## src/flow_completion_tracker_defines.svh

```systemverilog
// Assertion macros for the flow completion tracker
`ifndef FLOW_COMPLETION_TRACKER_DEFINES_SVH
`define FLOW_COMPLETION_TRACKER_DEFINES_SVH
`define FCT_ASSERT_IMP(lbl, clk, rst, a, c, msg) \
   lbl: assert property (@(posedge clk) disable iff (rst) (a) |-> (c)) else $error(msg);
`define FCT_ASSERT_NXT(lbl, clk, rst, a, c, msg) \
   lbl: assert property (@(posedge clk) disable iff (rst) (a) |=> (c)) else $error(msg);
`endif

```

## src/fct_pkg.sv

```systemverilog
// ---------------------------------------------------------------------------
// fct_pkg
// Types and constants of the flow completion tracker.
// ---------------------------------------------------------------------------
`default_nettype none
package fct_pkg;
   localparam int HOP_SLOTS_DEF = 10;
   localparam int SEQ_AT        = 8;
   localparam int COUNT_AT      = 18;
   localparam int STAMP_AT      = 20;

   typedef enum logic [1:0] {
      OUTCOME_COMPLETE = 2'd0,
      OUTCOME_GAP      = 2'd1,
      OUTCOME_PARTIAL  = 2'd2
   } outcome_type;

   typedef enum logic [2:0] {
      ST_IDLE,
      ST_EVAL,
      ST_EMIT_GAP,
      ST_RESTART,
      ST_CHECK,
      ST_EMIT
   } state_type;

   localparam logic CMD_BYTE   = 1'b0;
   localparam logic CMD_FINISH = 1'b1;
   localparam logic [0:0] CSR_EXPECTED = 1'b0;
   localparam logic [0:0] CSR_FLOWS    = 1'b1;

   // emitter control
   typedef struct packed {
      logic        start;
      outcome_type outcome;
   } emit_ctl_type;
endpackage
`default_nettype wire

```

## src/fct_emit.sv

```systemverilog
// ---------------------------------------------------------------------------
// fct_emit
// Walks the hop slots of a record, one result per transfer, through one
// shared subtract-and-compare unit.
// ---------------------------------------------------------------------------
`default_nettype none
module fct_emit #(
   parameter int HOP_SLOTS = fct_pkg::HOP_SLOTS_DEF
) (
   input  wire logic                 clock,
   input  wire logic                 reset,
   input  wire fct_pkg::emit_ctl_type ctl,
   input  wire logic [47:0]          first_stamp,
   input  wire logic [HOP_SLOTS*48-1:0] stamps,
   output logic                      busy,
   output logic                      rsp_valid,
   input  wire logic                 rsp_ready,
   output logic [3:0]                rsp_hop_index,
   output logic [47:0]               rsp_hop_last_stamp,
   output logic [47:0]               rsp_hop_completion_time,
   output logic [1:0]                rsp_flow_outcome,
   output logic                      rsp_record_last
);
   import fct_pkg::*;
   localparam int HW = (HOP_SLOTS > 1) ? $clog2(HOP_SLOTS) : 1;

   logic          active_ff, active_in;
   logic [HW-1:0] hop_ff, hop_in;
   logic          vld_ff, vld_in;
   logic [3:0]    idx_ff, idx_in;
   logic [47:0]   st_ff, st_in, fct_ff, fct_in;
   logic          last_ff, last_in;
   outcome_type   oc_ff, oc_in;
   logic [47:0]   s;
   logic [48:0]   diff;

   assign s    = stamps[hop_ff*48 +: 48];
   assign diff = {1'b0, s} - {1'b0, first_stamp};

   always_comb begin
      active_in = active_ff;
      hop_in    = hop_ff;
      vld_in    = vld_ff;
      idx_in    = idx_ff;
      st_in     = st_ff;
      fct_in    = fct_ff;
      last_in   = last_ff;
      oc_in     = oc_ff;
      if (vld_ff && rsp_ready) vld_in = 1'b0;
      if (ctl.start) begin
         active_in = 1'b1;
         hop_in    = '0;
         oc_in     = ctl.outcome;
      end else if (active_ff && (!vld_ff || rsp_ready)) begin
         vld_in  = 1'b1;
         idx_in  = 4'(hop_ff);
         st_in   = s;
         fct_in  = (first_stamp != '0 && s != '0 && !diff[48]) ? diff[47:0] : '0;
         last_in = (32'(hop_ff) == HOP_SLOTS - 1);
         if (32'(hop_ff) == HOP_SLOTS - 1) active_in = 1'b0;
         else hop_in = hop_ff + 1'b1;
      end
   end

   always_ff @(posedge clock) begin
      if (reset) begin
         active_ff <= 1'b0;
         vld_ff    <= 1'b0;
         hop_ff    <= '0;
         oc_ff     <= OUTCOME_COMPLETE;
      end else begin
         active_ff <= active_in;
         vld_ff    <= vld_in;
         hop_ff    <= hop_in;
         oc_ff     <= oc_in;
      end
      idx_ff  <= idx_in;
      st_ff   <= st_in;
      fct_ff  <= fct_in;
      last_ff <= last_in;
   end

   assign busy                    = active_ff || vld_ff;
   assign rsp_valid               = vld_ff;
   assign rsp_hop_index           = idx_ff;
   assign rsp_hop_last_stamp      = st_ff;
   assign rsp_hop_completion_time = fct_ff;
   assign rsp_flow_outcome        = oc_ff;
   assign rsp_record_last         = last_ff;

`include "flow_completion_tracker_defines.svh"
   `FCT_ASSERT_IMP(a_last_has_top, clock, reset, vld_ff && last_ff, 32'(idx_ff) == HOP_SLOTS - 1, "last flag off top hop")
   `FCT_ASSERT_NXT(a_hold, clock, reset, vld_ff && !rsp_ready, vld_ff && $stable(idx_ff), "result dropped while stalled")
   `FCT_ASSERT_IMP(a_no_restart, clock, reset, ctl.start, !busy, "record start while busy")
endmodule
`default_nettype wire

```

## src/flow_completion_tracker.sv

```systemverilog
// ---------------------------------------------------------------------------
// flow_completion_tracker
// Parses packet headers, checks sequence continuity and emits per-hop flow
// records.
// ---------------------------------------------------------------------------
// Usage:
//  req_ carries one packet byte or a finish command per transfer. Only the
//  first 28+6*HOP_SLOTS header bytes are kept; short packets are dropped.
//  A non-final byte leaves the block idle, ready for the next byte. The
//  final byte is evaluated in ST_EVAL and then ST_CHECK (with ST_EMIT_GAP
//  and ST_RESTART between on a gap); records stream out on rsp_ as
//  HOP_SLOTS transfers, one per cycle while rsp_ready is high, through a
//  single subtract/compare unit; a gap packet that also completes the new
//  flow gives two records. req_ready is low while a record is pending.
//  rsp_ holds a result stable when the receiver stalls, and the walk pauses.
//  csr_ writes take effect the next cycle; write only while idle.
//  Reset (synchronous) clears all flow state; registers return to 1.
//  Once flows_to_receive records are sent or a finish arrives, input is
//  consumed and ignored until reset.
// ---------------------------------------------------------------------------
`default_nettype none
module flow_completion_tracker #(
   parameter int HOP_SLOTS = fct_pkg::HOP_SLOTS_DEF
) (
   input  wire logic        clock,
   input  wire logic        reset,
   input  wire logic        csr_write_enable,
   input  wire logic [0:0]  csr_index,
   input  wire logic [31:0] csr_write_data,
   input  wire logic        req_valid,
   output logic             req_ready,
   input  wire logic        req_command,
   input  wire logic [7:0]  req_data_byte,
   input  wire logic        req_end_of_packet,
   output logic             rsp_valid,
   input  wire logic        rsp_ready,
   output logic [31:0]      rsp_flow_number,
   output logic [31:0]      rsp_packets_received,
   output logic [63:0]      rsp_first_sequence,
   output logic [63:0]      rsp_last_sequence,
   output logic [47:0]      rsp_first_stamp,
   output logic [15:0]      rsp_last_stamp_count,
   output logic [31:0]      rsp_last_hop_mask,
   output logic [3:0]       rsp_hop_index,
   output logic [47:0]      rsp_hop_last_stamp,
   output logic [47:0]      rsp_hop_completion_time,
   output logic [1:0]       rsp_flow_outcome,
   output logic             rsp_record_last
);
   import fct_pkg::*;
   localparam int MASK_AT = STAMP_AT + 6 * HOP_SLOTS;
   localparam int HDR_LEN = MASK_AT + 8;
   localparam int PW      = $clog2(HDR_LEN + 1);

   logic [31:0] exp_ff, flows_ff;
   logic [PW-1:0] pos_ff, pos_in;
   logic [63:0] seqb_ff, seqb_in;
   logic [15:0] cntb_ff, cntb_in;
   logic [31:0] mapb_ff, mapb_in;
   logic [47:0] stb_ff [HOP_SLOTS];
   logic [47:0] stb_in [HOP_SLOTS];
   logic [47:0] lst_ff [HOP_SLOTS];
   logic [31:0] flow_ff, flow_in, seen_ff, seen_in;
   logic [63:0] fseq_ff, fseq_in, lseq_ff, lseq_in;
   logic [47:0] fst_ff, fst_in;
   logic [15:0] lcnt_ff, lcnt_in;
   logic [31:0] lmask_ff, lmask_in;
   logic started_ff, started_in, done_ff, done_in;
   logic take_pkt;
   state_type st_ff, st_in;
   emit_ctl_type ectl;
   logic ebusy;
   logic [HOP_SLOTS*48-1:0] stamps_flat;
   logic stopped, acc;

   assign stopped = done_ff || (flow_ff > flows_ff);
   assign req_ready = (st_ff == ST_IDLE) && !ebusy;
   assign acc = req_valid && req_ready;

   always_ff @(posedge clock) begin
      if (reset) begin
         exp_ff   <= 32'd1;
         flows_ff <= 32'd1;
      end else if (csr_write_enable) begin
         unique case (csr_index)
            CSR_EXPECTED: exp_ff   <= csr_write_data;
            CSR_FLOWS:    flows_ff <= csr_write_data;
            default: ;
         endcase
      end
   end

   always_comb begin
      int slot_off;
      pos_in     = pos_ff;
      seqb_in    = seqb_ff;
      cntb_in    = cntb_ff;
      mapb_in    = mapb_ff;
      stb_in     = stb_ff;
      flow_in    = flow_ff;
      seen_in    = seen_ff;
      fseq_in    = fseq_ff;
      lseq_in    = lseq_ff;
      fst_in     = fst_ff;
      lcnt_in    = lcnt_ff;
      lmask_in   = lmask_ff;
      started_in = started_ff;
      done_in    = done_ff;
      st_in      = st_ff;
      take_pkt   = 1'b0;
      ectl.start   = 1'b0;
      ectl.outcome = OUTCOME_COMPLETE;
      slot_off   = 0;
      unique case (st_ff)
         ST_IDLE: begin
            if (acc && !stopped) begin
               if (req_command == CMD_FINISH) begin
                  if (started_ff) begin
                     ectl.start   = 1'b1;
                     ectl.outcome = OUTCOME_PARTIAL;
                  end
                  started_in = 1'b0;
                  done_in    = 1'b1;
                  pos_in     = '0;
               end else begin
                  if (32'(pos_ff) < HDR_LEN) begin
                     if (32'(pos_ff) >= SEQ_AT && 32'(pos_ff) < SEQ_AT + 8)
                        seqb_in = {seqb_ff[55:0], req_data_byte};
                     else if (32'(pos_ff) >= COUNT_AT && 32'(pos_ff) < COUNT_AT + 2)
                        cntb_in = {cntb_ff[7:0], req_data_byte};
                     else if (32'(pos_ff) >= STAMP_AT && 32'(pos_ff) < MASK_AT) begin
                        for (int h = 0; h < HOP_SLOTS; h++) begin
                           slot_off = 32'(pos_ff) - STAMP_AT - 6 * h;
                           if (slot_off >= 0 && slot_off < 6)
                              stb_in[h] = {stb_ff[h][39:0], req_data_byte};
                        end
                     end else if (32'(pos_ff) >= MASK_AT && 32'(pos_ff) < MASK_AT + 4)
                        mapb_in = {mapb_ff[23:0], req_data_byte};
                     pos_in = pos_ff + 1'b1;
                  end
                  if (req_end_of_packet) begin
                     pos_in = '0;
                     if (32'(pos_ff) + 1 >= HDR_LEN) st_in = ST_EVAL;
                  end
               end
            end
         end
         ST_EVAL: begin
            if (!started_ff) begin
               started_in = 1'b1;
               seen_in    = 32'd1;
               fseq_in    = seqb_ff;
               fst_in     = stb_ff[0];
               take_pkt   = 1'b1;
               st_in      = ST_CHECK;
            end else if (seqb_ff != lseq_ff + 64'd1) begin
               ectl.start   = 1'b1;
               ectl.outcome = OUTCOME_GAP;
               st_in        = ST_EMIT_GAP;
            end else begin
               if (seen_ff != 32'hFFFF_FFFF) seen_in = seen_ff + 32'd1;
               take_pkt = 1'b1;
               st_in    = ST_CHECK;
            end
         end
         ST_EMIT_GAP: begin
            if (!ebusy) begin
               started_in = 1'b0;
               if (flow_ff >= flows_ff) begin
                  done_in = 1'b1;
                  st_in   = ST_IDLE;
               end else begin
                  flow_in = flow_ff + 32'd1;
                  st_in   = ST_RESTART;
               end
            end
         end
         ST_RESTART: begin
            started_in = 1'b1;
            seen_in    = 32'd1;
            fseq_in    = seqb_ff;
            fst_in     = stb_ff[0];
            take_pkt   = 1'b1;
            st_in      = ST_CHECK;
         end
         ST_CHECK: begin
            if (seen_ff >= exp_ff) begin
               ectl.start   = 1'b1;
               ectl.outcome = OUTCOME_COMPLETE;
               st_in        = ST_EMIT;
            end else st_in = ST_IDLE;
         end
         ST_EMIT: begin
            if (!ebusy) begin
               started_in = 1'b0;
               if (flow_ff >= flows_ff) done_in = 1'b1;
               else flow_in = flow_ff + 32'd1;
               st_in = ST_IDLE;
            end
         end
         default: st_in = ST_IDLE;
      endcase
      if (take_pkt) begin
         lseq_in  = seqb_ff;
         lcnt_in  = cntb_ff;
         lmask_in = mapb_ff;
      end
   end

   always_ff @(posedge clock) begin
      if (reset) begin
         st_ff      <= ST_IDLE;
         pos_ff     <= '0;
         seqb_ff    <= '0;
         cntb_ff    <= '0;
         mapb_ff    <= '0;
         flow_ff    <= 32'd1;
         seen_ff    <= '0;
         fseq_ff    <= '0;
         lseq_ff    <= '0;
         fst_ff     <= '0;
         lcnt_ff    <= '0;
         lmask_ff   <= '0;
         started_ff <= 1'b0;
         done_ff    <= 1'b0;
         for (int h = 0; h < HOP_SLOTS; h++) begin
            stb_ff[h] <= '0;
            lst_ff[h] <= '0;
         end
      end else begin
         st_ff      <= st_in;
         pos_ff     <= pos_in;
         seqb_ff    <= seqb_in;
         cntb_ff    <= cntb_in;
         mapb_ff    <= mapb_in;
         stb_ff     <= stb_in;
         flow_ff    <= flow_in;
         seen_ff    <= seen_in;
         fseq_ff    <= fseq_in;
         lseq_ff    <= lseq_in;
         fst_ff     <= fst_in;
         lcnt_ff    <= lcnt_in;
         lmask_ff   <= lmask_in;
         started_ff <= started_in;
         done_ff    <= done_in;
         if (take_pkt) lst_ff <= stb_ff;
      end
   end

   always_comb begin
      for (int h = 0; h < HOP_SLOTS; h++) stamps_flat[h*48 +: 48] = lst_ff[h];
   end

   fct_emit #(.HOP_SLOTS(HOP_SLOTS)) u_emit (
      .clock                   (clock),
      .reset                   (reset),
      .ctl                     (ectl),
      .first_stamp             (fst_ff),
      .stamps                  (stamps_flat),
      .busy                    (ebusy),
      .rsp_valid               (rsp_valid),
      .rsp_ready               (rsp_ready),
      .rsp_hop_index           (rsp_hop_index),
      .rsp_hop_last_stamp      (rsp_hop_last_stamp),
      .rsp_hop_completion_time (rsp_hop_completion_time),
      .rsp_flow_outcome        (rsp_flow_outcome),
      .rsp_record_last         (rsp_record_last)
   );

   assign rsp_flow_number      = flow_ff;
   assign rsp_packets_received = seen_ff;
   assign rsp_first_sequence   = fseq_ff;
   assign rsp_last_sequence    = lseq_ff;
   assign rsp_first_stamp      = fst_ff;
   assign rsp_last_stamp_count = lcnt_ff;
   assign rsp_last_hop_mask    = lmask_ff;

`include "flow_completion_tracker_defines.svh"
   `FCT_ASSERT_IMP(a_pos_sat, clock, reset, 1'b1, 32'(pos_ff) <= HDR_LEN, "byte position past header")
   `FCT_ASSERT_IMP(a_ready_idle, clock, reset, req_ready, !rsp_valid, "input taken during record")
   `FCT_ASSERT_NXT(a_done_sticky, clock, reset, done_ff, done_ff, "finished run restarted")
endmodule
`default_nettype wire

```

## config.mk

```make
export PLATFORM = sky130hd
export DESIGN_NAME = flow_completion_tracker
export DESIGN_NICKNAME = d
export VERILOG_FILES = /design/src/fct_pkg.sv /design/src/fct_emit.sv /design/src/flow_completion_tracker.sv
export VERILOG_INCLUDE_DIRS = /design/src /design/src/src
export SDC_FILE = /design/constraint.sdc
export NUM_CORES = 2
export LEC_CHECK = 0
export BUFFER_PORTS_ARGS = -buffer_cell sky130_fd_sc_hd__buf_2
export CORE_ASPECT_RATIO = 0.8
export CORE_MARGIN = 2
export CORE_UTILIZATION = 55
export DETAILED_ROUTE_END_ITERATION = 7
export PLACE_DENSITY = 0.76
export SYNTH_ARGS = -nofsm -noshare
export SYNTH_HDL_FRONTEND = slang
export SYNTH_SLANG_ARGS = --single-unit
```

## constraint.sdc

```tcl
create_clock -name clock -period 8.1 [get_ports clock]
set_clock_uncertainty 0.15 [all_clocks]
set_input_delay 1.215 -clock clock [delete_from_list [all_inputs] [get_ports clock]]
set_output_delay 1.215 -clock clock [all_outputs]
set_load 0.1 [all_outputs]
```

==> flow_summary.ini <==
[worst_setup_path]
cp_max_fo = 47
critPathLaunch = u_emit.hop_ff[0]
worstPathRequired_ps = 8470
rr_endpoint = u_emit.rsp_hop_completion_time[9]
reg2reg_from = u_emit.hop_ff[0]
reg2reg_depth = 18
endpoint = u_emit.rsp_hop_completion_time[9]
r2r_slack_ps = 1940
path_class = flop to flop
crit_path_end_kind = flop
cp-start-kind = flop
cp.arrival_ps = 6540

[clock_network]
cts_buffers = 149
cts_setup_buffers = 0
clockBufferDepth = 3
ctsHoldBuffers = 0
htree_levels = 4
cts.root.buffer_cell = clkbuf_16
clock_latency_ps = 780
cts_tree = built
clock-sinks = 1545
cts_resized = 0
clk_pin_slew_worst_paths_ps = 60

[timing]
hold_viol_final = 0
setup_viol = 0
whs_ps = 292
fmax_mhz = 162
fin_crit_ps = 6160
maxSlewHeadroom_pct = 14.8
worst_pin_slew_ps = 1270
rsz0062_at_grt = false
tns_ps = 0
drv_slew = 0
fin_crit_sh_pct = 76.1

[logic_synthesis]
syn_area_um2 = 66700
yosys.area_share.adder_pct = 3.67
synth_cell_types = 80
yosysMostFrequentCell = nand2_1
synth-xor-area-share_pct = 2.14
async_flop_share_pct = 0
synthFlopType = dfxtp_1
synth_mux_area_share_pct = 7.29
synth_top_area_cell = dfxtp_1
synth_nets = 8269
post_synth.cell_area_avg_um2 = 8.31
synth_area_leaders = dfxtp_1, nand2_1, a21oi_1, edfxtp_1, mux2i_1
postSynthCellCount = 8026
ys_ff_latch = 1545
synth-edff-count = 101
synth_top_family_by_area = simple AND/OR/NAND/NOR gates
synth.top_cell.area_share_pct = 43.4
synth-simple-area-share_pct = 21.1
synth_compound_area_share_pct = 13.7
yosysWarnings = 0
synth_seq_area_share_pct = 47.9
synthTopCellsByCount = nand2_1, dfxtp_1, a21oi_1, clkbuf_1, nor2_1

[floorplanning]
rows = 114
die_area_um2 = 124000
die_x_um = 393
start_util_pct = 55.3
ios = 441
core_area_um2 = 121000
fp.dieH_um = 315

[min_path]
whs_path_depth = 2
hp-class = flop to flop

[route]
ant_nets = 0
drt_wl_total_um = 200000
routed_via_density = 5.88
wl_per_cell_um = 20.2
drc_errors = 0
vias = 58200
dr.pass1.iters = 8
drt_iter0_drc = 6386

[cells_and_area]
final_nets = 8395
final_cells = 9898
drive_above_1_share_pct = 11.2
syn_to_final_growth_pct = 12.1

[power_and_ir_drop]
p_leak_nw = 27.7
vdd_drop_max_mv = 0.221
total_power_w = 0.0151
power-per-cell-area_nw_per_um2 = 203

[placed_design]
dp_hpwl_um = 134000
numPortBuffers = 440
place_congestion = 0.944
placed_cells = 9625

[status]
status = completed

[global_routing]
grt_max_degree = 215
antenna_found_initial = 10
grt_pass1_wl_um = 305000
grtUsageTotal_pct = 31.0
grt_pass1_vias = 52900
grt-ovfl-total = 0

[job]
max_cap_viol_count = 0
worst max-delay path, cell delays in order (launching register included):
cell and delay [ps]:
dfxtp_4 930, buf_4 410, mux4_2 550, a22oi_1 260, o21ai_0 400, inv_1 150
ha_1 190, fa_1 190, nor2b_1 70, o211ai_1 230, a31oi_1 150, o311a_1 400
o211ai_1 420, nand2_1 190, a21oi_1 300, o31a_1 280, a211oi_4 90, buf_4 280
and3_1 210
where the power goes:
| part | switching [W] | leakage [nW] | internal, W | total (W) |
|---|---|---|---|---|
| clock network | 0.00304 | 2.50 | 0.00415 | 0.00719 |
| logic | 0.000208 | 12.6 | 0.0000536 | 0.000262 |
| registers | 0.0000104 | 12.6 | 0.00768 | 0.00769 |
| total | 0.00326 | 27.7 | 0.0119 | 0.0151 |
layout make-up:
cell class | instances | area (µm²)
fill | 10200 | 45800
multi-input combinational | 5766 | 32100
sequential | 1545 | 31900
clock buffer | 218 | 4460
timing repair buffer | 528 | 3020
tap | 1624 | 2030
inverter | 162 | 608
clock inverter | 48 | 588
antenna | 7 | 17.5
placed cells by master (no fill, tap or decap), types with 20 or more instances in the layout:
cell          n
a21o_1       72
a21oi_1    1269
a22oi_1      34
and2_1       54
and3_1       43
buf_2       439
buf_4        76
clkbuf_1     27
clkbuf_16   154
clkbuf_8     36
clkinv_2     23
dfxtp_1    1442
edfxtp_1    101
ha_1        194
inv_1       161
mux2i_1     266
mux4_2       96
nand2_1    2507
nand2b_1     20
nand3_1      84
nand4_1      75
nor2_1      300
nor2b_1      23
nor3_1       55
nor4_1       63
o21ai_0     133
o22a_1       24
o22ai_1      21
or3_1        36
xnor2_1     104
xor2_1       59
state kept, by name (all words and copies together) (netlist names), 48 cells and up:
name,count
rsp_first_stamp,48
stb_ff,480
u_emit.rsp_hop_completion_time,48
lst_ff,480
rsp_first_sequence,64
seqb_ff,64
rsp_last_sequence,64
u_emit.rsp_hop_last_stamp,48
layer usage:
| layer | global-route usage (%) | part of all wire, % | vias up |
|---|---|---|---|
| met1 | 44.2 | 43 | 28000 |
| li1 | - | - | 27300 |
| met4 | 11.2 | 3.5 | 4 |
| met3 | 5.43 | 8.8 | 399 |
| met2 | 47.3 | 44 | 2520 |
| met5 | 0 | 0.013 | - |
worst min path at each step:
| stage | startpoint | to | slack [ps] |
|---|---|---|---|
| global placement | stb_ff[94] | lst_ff[94] | 290 |
| finish | stb_ff[43] | lst_ff[43] | 290 |
| CTS | stb_ff[43] | lst_ff[43] | 290 |
| detailed placement | stb_ff[91] | lst_ff[91] | 290 |
| floorplan | mapb_ff[24] | rsp_last_hop_mask[24] | 280 |
| global route | stb_ff[235] | lst_ff[235] | 310 |
cells by family after synthesis:
group	after synthesis
simple gates	3370
mux	365
flops	1545
xor+xnor	163
buf+inv	715
fa+ha+maj	195
compound gates	1673
through the flow:
step                      worst slack, ps  cell area [µm²]  utilization, %
final                                1940            74700            62.0
after global routing                 1620            74700            62.0
after CTS                            2030            74700            62.0
after detailed placement             2050            69700            57.8
after global placement               2090            69700            57.8
after floorplan                      1160            66700               -
Note: power is estimated with default switching activity, not from simulation.
